$ cat config.mk
export PLATFORM = sky130hd
export DESIGN_NAME = ufrc_core
export DESIGN_NICKNAME = d
export VERILOG_FILES = /design/src/rtl/ufrc_pkg.sv /design/src/rtl/ufrc_core.sv
export SDC_FILE = /design/constraint.sdc
export NUM_CORES = 1
export LEC_CHECK = 0
export ABC_CLOCK_PERIOD_IN_PS = 27600
export BUFFER_PORTS_ARGS = -buffer_cell sky130_fd_sc_hd__buf_4
export CORE_ASPECT_RATIO = 1.1
export CORE_MARGIN = 4
export CORE_UTILIZATION = 45
export CTS_BUF_LIST = sky130_fd_sc_hd__clkbuf_16
export CTS_CLUSTER_SIZE = 25
export DETAILED_ROUTE_END_ITERATION = 16
export SLEW_MARGIN = 40
export SYNTH_ARGS = -nofsm -noshare
export SYNTH_HDL_FRONTEND = slang
export SYNTH_SLANG_ARGS = --single-unit
$ cat constraint.sdc
create_clock -name clk -period 27.6 [get_ports clk]
set_input_delay 5.52 -clock clk [delete_from_list [all_inputs] [get_ports clk]]
set_output_delay 5.52 -clock clk [all_outputs]
set_load 0.1 [all_outputs]
$ cat src/rtl/ufrc_pkg.sv
`timescale 1ns / 1ps

package ufrc_pkg;

  localparam int MAX_FRAME_BYTES_DEFAULT = 2048;

  localparam logic [15:0] ETHERTYPE_IPV4 = 16'h0800;
  localparam logic [7:0]  VERSION_IHL    = 8'h45;
  localparam logic [7:0]  PROTO_UDP      = 8'd17;
  localparam logic [15:0] SUM_GOOD       = 16'hFFFF;
  localparam logic [15:0] UDP_HDR_BYTES  = 16'd8;

  // frame offsets
  localparam int OFS_TYPE_LO   = 13;
  localparam int OFS_VERSION   = 14;
  localparam int OFS_PROTO     = 23;
  localparam int OFS_SRC_IP    = 26;
  localparam int OFS_SRC_IP_LO = 29;
  localparam int OFS_DST_IP    = 30;
  localparam int OFS_IP_END    = 33;
  localparam int OFS_UDP       = 34;
  localparam int OFS_PORTS_LO  = 37;
  localparam int OFS_LEN       = 38;
  localparam int OFS_LEN_LO    = 39;
  localparam int MIN_FRAME     = 40;

  localparam logic [2:0] REASON_OK      = 3'd0;
  localparam logic [2:0] REASON_TYPE    = 3'd1;
  localparam logic [2:0] REASON_VERSION = 3'd2;
  localparam logic [2:0] REASON_PROTO   = 3'd3;
  localparam logic [2:0] REASON_IPSUM   = 3'd4;
  localparam logic [2:0] REASON_UDPSUM  = 3'd5;
  localparam logic [2:0] REASON_SHORT   = 3'd6;

  typedef struct packed {
    logic [7:0] frame_byte;
    logic       last_byte;
  } ufrc_in_t;

  typedef struct packed {
    logic        accepted;
    logic [2:0]  reason;
    logic [31:0] source_ip;
    logic [31:0] dest_ip;
    logic [15:0] source_port;
    logic [15:0] dest_port;
    logic [15:0] payload_length;
  } ufrc_out_t;

  // ones' complement add with end-around carry
  function automatic logic [15:0] csum_add(input logic [15:0] s, input logic [15:0] w);
    logic [16:0] t;
    t = {1'b0, s} + {1'b0, w};
    return t[15:0] + {15'd0, t[16]};
  endfunction

endpackage

$ cat src/rtl/ufrc_core.sv
`timescale 1ns / 1ps

module ufrc_core #(
  parameter int MaxFrameBytes = ufrc_pkg::MAX_FRAME_BYTES_DEFAULT
) (
  input  logic                clk,
  input  logic                rst,
  input  logic                step,
  input  ufrc_pkg::ufrc_in_t  beat,
  output ufrc_pkg::ufrc_out_t res
);
  import ufrc_pkg::*;

  localparam int PW = $clog2(MaxFrameBytes + 1);
  localparam int CW = ((PW > 16) ? PW : 16) + 2;

  logic [PW-1:0] pos, pos_next;
  logic [15:0]   ip_sum, ip_sum_next;
  logic [15:0]   udp_sum, udp_sum_next;
  logic [7:0]    held, held_next;
  logic [2:0]    fault, fault_next;
  logic [31:0]   src_ip, src_ip_next;
  logic [31:0]   dst_ip, dst_ip_next;
  logic [31:0]   ports, ports_next;
  logic [15:0]   udp_len, udp_len_next;

  logic [7:0]    b;
  logic [15:0]   word;
  logic          odd;
  logic          in_range;
  logic          summed;
  logic [PW-1:0] off;
  logic [2:0]    step_fault;
  logic          short_frame;
  logic [15:0]   udp_final;
  logic [2:0]    reason;

  always_comb begin
    b        = beat.frame_byte;
    word     = {held, b};
    odd      = pos[0];
    in_range = pos < PW'(MaxFrameBytes);
    off      = pos - PW'(OFS_UDP);
    summed   = (pos < PW'(OFS_UDP)) || (off < PW'(8)) || (CW'(off) < CW'(udp_len));

    pos_next     = pos;
    ip_sum_next  = ip_sum;
    udp_sum_next = udp_sum;
    held_next    = held;
    src_ip_next  = src_ip;
    dst_ip_next  = dst_ip;
    ports_next   = ports;
    udp_len_next = udp_len;
    step_fault   = REASON_OK;

    if (!in_range) begin
      // oversize frame: byte dropped, count saturates
      step_fault = REASON_SHORT;
    end else begin
      pos_next = pos + PW'(1);
      if (pos == PW'(OFS_TYPE_LO) && word != ETHERTYPE_IPV4) step_fault = REASON_TYPE;
      if (pos == PW'(OFS_VERSION) && b != VERSION_IHL) step_fault = REASON_VERSION;
      if (pos == PW'(OFS_PROTO) && b != PROTO_UDP) step_fault = REASON_PROTO;

      if (pos >= PW'(OFS_VERSION) && pos <= PW'(OFS_IP_END) && odd) begin
        ip_sum_next = csum_add(ip_sum, word);
      end
      if (pos == PW'(OFS_IP_END) && ip_sum_next != SUM_GOOD) step_fault = REASON_IPSUM;

      // addresses go into the pseudo-header sum
      if (pos >= PW'(OFS_SRC_IP) && pos <= PW'(OFS_IP_END) && odd) begin
        udp_sum_next = csum_add(udp_sum, word);
      end
      if (pos >= PW'(OFS_SRC_IP) && pos <= PW'(OFS_SRC_IP_LO)) src_ip_next = {src_ip[23:0], b};
      if (pos >= PW'(OFS_DST_IP) && pos <= PW'(OFS_IP_END)) dst_ip_next = {dst_ip[23:0], b};
      if (pos >= PW'(OFS_UDP) && pos <= PW'(OFS_PORTS_LO)) ports_next = {ports[23:0], b};
      if (pos >= PW'(OFS_LEN) && pos <= PW'(OFS_LEN_LO)) udp_len_next = {udp_len[7:0], b};

      if (pos >= PW'(OFS_UDP)) begin
        if (summed && odd) udp_sum_next = csum_add(udp_sum, word);
        if (pos == PW'(OFS_LEN_LO)) begin
          udp_sum_next = csum_add(csum_add(udp_sum_next, {8'd0, PROTO_UDP}), udp_len_next);
          if (udp_len_next < UDP_HDR_BYTES) step_fault = REASON_SHORT;
        end
      end
      if (!odd && summed) held_next = b;
    end

    fault_next = (fault == REASON_OK) ? step_fault : fault;

    short_frame = (CW'(pos_next) < CW'(MIN_FRAME)) ||
                  (CW'(pos_next) < CW'(OFS_UDP) + CW'(udp_len_next));
    // odd length: pad the last byte with zero
    udp_final = udp_len_next[0] ? csum_add(udp_sum_next, {held_next, 8'd0}) : udp_sum_next;

    if (fault_next != REASON_OK) begin
      reason = fault_next;
    end else if (short_frame) begin
      reason = REASON_SHORT;
    end else if (udp_final == SUM_GOOD) begin
      reason = REASON_OK;
    end else begin
      reason = REASON_UDPSUM;
    end

    res.accepted       = (reason == REASON_OK);
    res.reason         = reason;
    res.source_ip      = src_ip_next;
    res.dest_ip        = dst_ip_next;
    res.source_port    = ports_next[31:16];
    res.dest_port      = ports_next[15:0];
    res.payload_length = (reason == REASON_OK) ? (udp_len_next - UDP_HDR_BYTES) : 16'd0;
  end

  always_ff @(posedge clk) begin
    if (rst || (step && beat.last_byte)) begin
      pos     <= '0;
      ip_sum  <= '0;
      udp_sum <= '0;
      held    <= '0;
      fault   <= REASON_OK;
      src_ip  <= '0;
      dst_ip  <= '0;
      ports   <= '0;
      udp_len <= '0;
    end else if (step) begin
      pos     <= pos_next;
      ip_sum  <= ip_sum_next;
      udp_sum <= udp_sum_next;
      held    <= held_next;
      fault   <= fault_next;
      src_ip  <= src_ip_next;
      dst_ip  <= dst_ip_next;
      ports   <= ports_next;
      udp_len <= udp_len_next;
    end
  end

`ifndef SYNTHESIS
  a_pos_bounded: assert property (@(posedge clk) disable iff (rst)
    pos <= PW'(MaxFrameBytes))
    else $error("byte count beyond frame limit");

  a_fault_sticky: assert property (@(posedge clk) disable iff (rst)
    (step && !beat.last_byte && fault != REASON_OK) |=> $stable(fault))
    else $error("first fault code overwritten");

  a_frame_clear: assert property (@(posedge clk) disable iff (rst)
    (step && beat.last_byte) |=> (pos == '0 && fault == REASON_OK))
    else $error("frame state not cleared after last beat");
`endif

endmodule
Word level (Yosys, flattened, before mapping):

Index checks and enable logic that the tools add are counted.
W data, S select, Z words.

* $add $sub $neg: 14
* $lt $le $gt $ge: 16
* equal/unequal tests: 10
* mux-type cells: 35
* reduce and logical (&&, ||, !) cells: 24

Operators by type and width (number)
* $mux W16: 14
* $mux W32: 6
* $add A16 B1 Y16: 5
* $add A16 B16 Y17: 4
* $le A12 B6 Y1 const B: 3
* $mux W3: 11
* $eq A12 B4 Y1 const B: 2
* $eq A12 B6 Y1 const B: 2
* $ge A12 B5 Y1 const B: 2
* $ge A12 B6 Y1 const B: 2
* $lt A12 B6 Y1 const B: 2
* $add A16 B5 Y17 const B: 1
* $add A6 B16 Y17 const A: 1
* $lt A12 B17 Y1: 1
* $eq A16 B16 Y1 const B: 1
* $lt A12 B16 Y1: 1
* $lt A16 B4 Y1 const B: 1
* $mux W8: 2
* $ne A16 B12 Y1 const B: 1
* $ne A16 B16 Y1 const B: 1
* $sub A16 B4 Y16 const B: 1
* $logic_and A1 B1 Y1: 15
* $add A12 B1 Y12 const B: 1
* $eq A12 B5 Y1 const B: 1
* other kinds (14): 18

* bits in registers: 167
* bits of input ports: 12

Depth between registers and ports, before layout:

Gate-level depths: netlist of the first run.

* word-level depth: 24
* mapped depth: 67
* mapped depth without buffers: 62

Worst setup path before layout of the first run:

Ideal clock, no wire load.

* kind: input to output
* from: in beat[1] (netlist bit)
* to: out res[112] (netlist bit)
* arrival: 18514 ps
* required time: 22080 ps
* setup slack: 3566 ps
* stages on the path: 62
* cell sequence: ha_1 -> fa_1 -> a211oi_2 -> o21ai_2 -> a211oi_1 -> o21bai_1 -> a21oi_1 -> nor2b_1 -> o21ai_0 -> nand2b_1 -> ha_1 -> ha_1 -> nand2_1 -> nand2_1 -> ha_1 -> nand3_1 -> nand4_1 -> nand2_1 -> (+26 left out) -> xnor2_1 -> a2bb2oi_1 -> o22a_1 -> ha_1 -> fa_1 -> a21o_1 -> a21oi_1 -> o21ai_0 -> a21o_1 -> a21o_1 -> ha_1 -> ha_1 -> nand4_1 -> a311oi_1 -> and3_1 -> o31ai_1 -> nor3_1 -> o21ai_0

RTL lines
* start: declaration: line ufrc_core.sv:9 `input ufrc_pkg::ufrc_in_t beat,`
* end: declaration: line ufrc_core.sv:10 `output ufrc_pkg::ufrc_out_t res`

==> metrics.txt, run 1 <==
wire per inst 21.3 um; Peak VDD IR 0.0000632 V; WP data arrival 19.63 ns; Die Wd 187 um; full die area 38300 um^2; fill count 3345; Async SR Flop Fraction 0%; min-delay src ip_sum[13]; Yosys warning count 0; antenna violations before repair 1; Crit path top cell by count ha_1; min Tclk post-route 25.15 ns; final antenna-violating net count 0; f_max 0.0398 GHz; FF-to-FF End udp_sum[14]; core footprint 34500 um^2; max-slew violations 0; sequential share of power 40.2%; GRT overflow 0; RR Startpoint pos[2]; final hold violation count 0; pre-CTS WS 2.60 ns; Post-Synthesis Cell Area 15900 um^2; share of cells above drive strength 1 17.1%; status completed; First-pass DRT Iterations 5; Starting Density 46.0%; Critical-path top delay cell nor4_4; GRT Total Usage 26.8%; Comb pwr share 21.3%; Worst slew margin 40.9%; TritonCTS Buffers 17; Detailed Route Iter0 Violations 1197; sw frac 33.0%; Clock Power Share 38.5%; Internal 414 uW; Reg2Reg Depth 47; CTS tree yes; first-pass GRT wire length 83500 um; most frequent cell after synthesis nor2_1; Cell variety after synth 104; P_leak 7.62 nW; final setup fails 0; register-to-register setup slack 16.74 ns; Routed WL 52800 um; Synth Net Count 2081; maximum fanout along the worst path 17; Setup TNS Final 0 ns; Post-synth EDFFs 0; CTS Sinks 167; Final #Nets 2142; Ant. Diodes 0; FP Rows 71; Clock Path Buffers 2; DP Wirelength 39400 um; ys flop type dfxtp_1; routability congestion estimate 0.983; most frequent cells after synthesis 243 x nor2_1, 167 x dfxtp_1, 129 x nand2_1, 127 x mux2i_1, 111 x mux2_2; DRC viols 0; CP Capture Type primary output; die height 205 um; Worst Tran Pin Value 0.883 ns; Clock Latency Late Sink 0.45 ns; clk root buf clkbuf_16; Post-CTS Setup Bufs 0; Worst-path clk slew 0.07 ns; Hold Crit Class register to register; vias 15.3k; Vias/cell 6.19; P&R area growth vs syn 11.8%; port bufs 127; slack of the critical path 2.45 ns; share of the synthesized area in the top cell type 21.1%; io pins 128; Post-Syn Area per Cell 8.07 um^2; Final period util 91.1%; Synth area leader dfxtp_1; hold path endpoint ip_sum[13]; NetSw 204 uW; CP Class primary input to primary output; RSZ-0062 raised after global routing false; Synth Instances 1965; sequential fraction of the synthesis area 21.1%; # hold bufs at CTS 0; Synth area leaders dfxtp_1 21%, mux2i_1 8.0%, ha_1 7.9%; clk_skew 0.0128 ns; max incr delay on CP 0.70 ns; largest net degree at the start of global routing 73; H-tree lvl count 4; PostCTS Resize Cnt 0; Critical Path RT 22.08 ns; Power per Cell Area 34.8 nW/um^2; crit path launch type primary input; hold path depth 2; vias in the first global route 14.8k; flops & latches, synth 167; Max-Cap Viols 0
==> through the flow <==
step	power, mW	utilization [%]	cell area (um^2)	hold slack (ns)	instances
6_report	0.617	51.4	17700	0.486	2477
2_1_floorplan	0.346	-	15900	0.449	1965
5_1_grt	0.643	51.4	17700	0.507	2477
3_5_place_dp	0.382	49.8	17200	0.473	2445
3_3_place_gp	0.382	49.6	17100	0.462	2442
4_1_cts	0.620	51.4	17700	0.482	2477
==> layout make-up <==
type                            instances  area [um^2]  area share, %
Clock buffer                           17          425           2.40
Clock inverter                         15          128          0.720
Timing Repair Buffer                  149         1160           6.53
Inverter                               55          206           1.16
Sequential cell                       167         3340           18.9
Multi-Input combinational cell       1636        11900           67.2
Tap cell                              438          548           3.09
==> registers in the layout, summed over array words and instances, names as in the netlist <==
| register | count |
|---|---|
| ip_sum | 16 |
| ports | 32 |
| pos | 12 |
| held | 8 |
| src_ip | 32 |
| udp_sum | 16 |
| udp_len | 16 |
| dst_ip | 32 |
| fault | 3 |
==> power by group through the flow <==
stage	Combinational, mW	Clock (mW)	Sequential (mW)
after floorplan	0.0951	0	0.251
after global placement	0.128	0	0.254
after detailed placement	0.129	0	0.254
after CTS	0.130	0.242	0.248
after global routing	0.144	0.252	0.248
final	0.131	0.238	0.248
==> placed cells by master (no fill, tap or decap), types with 19 or more instances in the layout <==
| cell type | n |
|---|---|
| and3_1 | 32 |
| a211oi_1 | 47 |
| and2_1 | 36 |
| mux2i_1 | 127 |
| o21a_1 | 19 |
| buf_4 | 143 |
| a31oi_1 | 21 |
| ha_1 | 100 |
| nor3_1 | 40 |
| or3_1 | 22 |
| xnor2_1 | 75 |
| mux2_2 | 111 |
| xor2_1 | 37 |
| o21ai_0 | 66 |
| nand3_1 | 58 |
| nand4_1 | 37 |
| a21oi_1 | 88 |
| nor2_1 | 242 |
| a21o_1 | 40 |
| nand2_1 | 129 |
| inv_1 | 56 |
| dfxtp_1 | 167 |
==> worst max-delay path, delay by kind of cell <==
kind,cells,cell delay (ns)
AOI/OAI and AO/OA,25,4.71
buffers and inverters,2,0.47
adders and majority gates,14,4.04
and+or+nand+nor,21,4.50
xor gates and xnor gates,2,0.35
==> kinds of logic after synthesis <==
family,synth area share [%]
flip-flops,21.1
buffers and inverters,4.10
AND/OR/NAND/NOR,23.5
multiplexers,15.9
adder cells (fa/ha/maj),8.40
XOR/XNOR,6.44
AO/OA/AOI/OAI,20.6
==> worst max path at each step <==
stage | start | to | slack, ns | cells past startpoint
2_1_floorplan | beat[1] | res[112] | 3.57 | 62
3_3_place_gp | beat[1] | res[8] | 3.05 | 64
3_5_place_dp | beat[1] | res[10] | 2.60 | 64
4_1_cts | beat[1] | res[10] | 2.55 | 64
5_1_grt | beat[1] | res[10] | 1.22 | 64
6_report | beat[1] | res[10] | 2.45 | 64
==> routing by layer <==
layer	vias to the layer above	routed length [um]	track usage (%)
li1	7408	-	-
met1	7358	23200	34.6
met2	495	24500	45.2
met3	76	3770	6.02
met4	0	1360	7.84
met5	-	0	0
Note: power is estimated with default switching activity, not from simulation.
==> run 2: changes to the inputs <==
Settings changed: CORE_UTILIZATION 45 to 35, SKIP_CTS_REPAIR_TIMING set to 1.
==> metrics.txt, run 2 (same netlist as run 1, synthesis figures left out) <==
GRT Total Usage 21.3% (-5.6 points); Die Wd 211 um (+13%); CP top delay family compound AO/OA/AOI/OAI gates; vias 15.4k (+0.28%); f_max 0.0402 GHz (+1.2%); Vias/cell 5.87 (-5.2%); most frequent cells in the layout 242 x nor2_1, 166 x dfxtp_1, 142 x buf_4; Crit path top cell by count ha_1; CTS tree yes; vias in the first global route 14.7k (-0.98%); Hold Crit Class register to register; final antenna-violating net count 0 (unchanged); Reg area 3340 um^2 (about the same); Buf/Inv on CP 3 (+1); Clock Path Buffers 2 (unchanged); Routed met2 length 24600 um (+0.41%); metal1 wirelength 23300 um (+0.49%); Final period util 90.1% (-1.1 points); Top Metal Used met4; GRT overflow 0 (unchanged); max incr delay on CP 0.44 ns (-0.26 ns); Starting Density 35.5% (-10 points); clk_skew 0.0174 ns (+0.00468 ns); P&R area growth vs syn 13.2%; largest net degree at the start of global routing 76 (+4.1%); WP data arrival 19.34 ns (-0.29 ns); status completed; FP Rows 81 (+14%); slack of the critical path 2.74 ns (+0.292 ns); P_leak 7.65 nW (+0.37%); TritonCTS Buffers 17 (unchanged); Power per Cell Area 35.1 nW/um^2 (+0.85%); maximum fanout along the worst path 17 (unchanged); Ant. Diodes 0 (unchanged); routability congestion estimate 0.941 (-4.3%); CP Capture Type primary output; wire per inst 20.4 um (-4.5%); Worst-path clk slew 0.07 ns (about the same); post-route cell area 17900 um^2 (+1.2%); antenna violations before repair 0 (-1); clk root buf clkbuf_16; H-tree lvl count 4 (unchanged); DP Wirelength 39700 um (+0.90%); port bufs 127 (unchanged); final hold violation count 0 (unchanged); first-pass GRT wire length 83800 um (+0.32%); pre-CTS WS 2.57 ns (-0.0306 ns); crit path launch type primary input; Setup TNS Final 0 ns (unchanged); core footprint 44600 um^2 (+29%); Critical Path RT 22.08 ns (about the same); RSZ-0062 raised after global routing false; wire length on met3 3680 um (-2.4%); Routed WL 53400 um (+1.0%); First-pass DRT Iterations 6 (+1); Worst Tran Pin Value 0.893 ns (+0.00963 ns); Critical-path top delay cell fa_1; io pins 128 (unchanged); max-slew violations 0 (unchanged); fill count 4655 (+39%); Placed Area 17300 um^2 (+0.92%); Worst slew margin 40.2% (-0.75 points); Clock Latency Late Sink 0.45 ns (about the same); share of cells above drive strength 1 17.2% (+0.11 points); min Tclk post-route 24.86 ns (-0.292 ns); Peak VDD IR 0.0000429 V (-32%); biggest regs dst_ip (32), ports (32), src_ip (32); Max-Cap Viols 0 (unchanged); Final Core Density 40.2% (-11 points); full die area 48800 um^2 (+27%); CP Class primary input to primary output; die height 231 um (+13%); area occupied by multi-input gates 11900 um^2 (unchanged); Final #Nets 2141 (-0.047%); Detailed Route Iter0 Violations 1084 (-9.4%); final setup fails 0 (unchanged); commonest non-fill, non-tap cell in the layout nor2_1; CTS Sinks 167 (unchanged); DRC viols 0 (unchanged)
run 2: final timing paths:
path,slack (ns),end,depth (start not counted),startpoint
setup / recovery,2.74,res[10],65,beat[1]
hold / removal,0.48,ip_sum[0],2,ip_sum[0]
setup reg to reg,16.64,udp_sum[14],47,pos[2]
hold reg to reg,0.48,ip_sum[0],2,ip_sum[0]
run 2: tightest hold or removal path: cells and delay by family, from the launching register on:
family | cells | cell delay [ns]
flops | 1 | 0.33
compound gates | 1 | 0.05
simple gates | 1 | 0.06
run 2: metrics by stage:
step / total power, mW / instances / hold slack [ns]
final: 0.630 / 2619 / 0.483
after global routing: 0.661 / 2619 / 0.512
after CTS: 0.637 / 2618 / 0.486
after detailed placement: 0.383 / 2586 / 0.475
after global placement: 0.381 / 2583 / 0.466
after floorplan: 0.346 / 1965 / 0.449
run 2: cell type report:
type | count | area share (%)
Clock inverter | 15 | 0.955
Multi-Input combinational cell | 1636 | 66.4
Clock buffer | 17 | 2.37
Inverter | 55 | 1.15
Sequential cell | 167 | 18.6
Tap cell | 581 | 4.05
Timing Repair Buffer | 148 | 6.41
run 2: metal layers:
| metal | vias up | global-route usage (%) |
|---|---|---|
| met5 | - | 0 |
| met4 | 0 | 7.74 |
| met3 | 92 | 4.58 |
| met2 | 488 | 35.1 |
| met1 | 7383 | 27.4 |
| li1 | 7417 | - |
run 2: power by group:
group          internal (mW)  leakage, nW  switching, mW  total, mW
logic                 0.0459         6.00         0.0857      0.132
registers              0.243         1.35        0.00478      0.248
clock network          0.136        0.297          0.115      0.250
total                  0.425         7.65          0.205      0.630
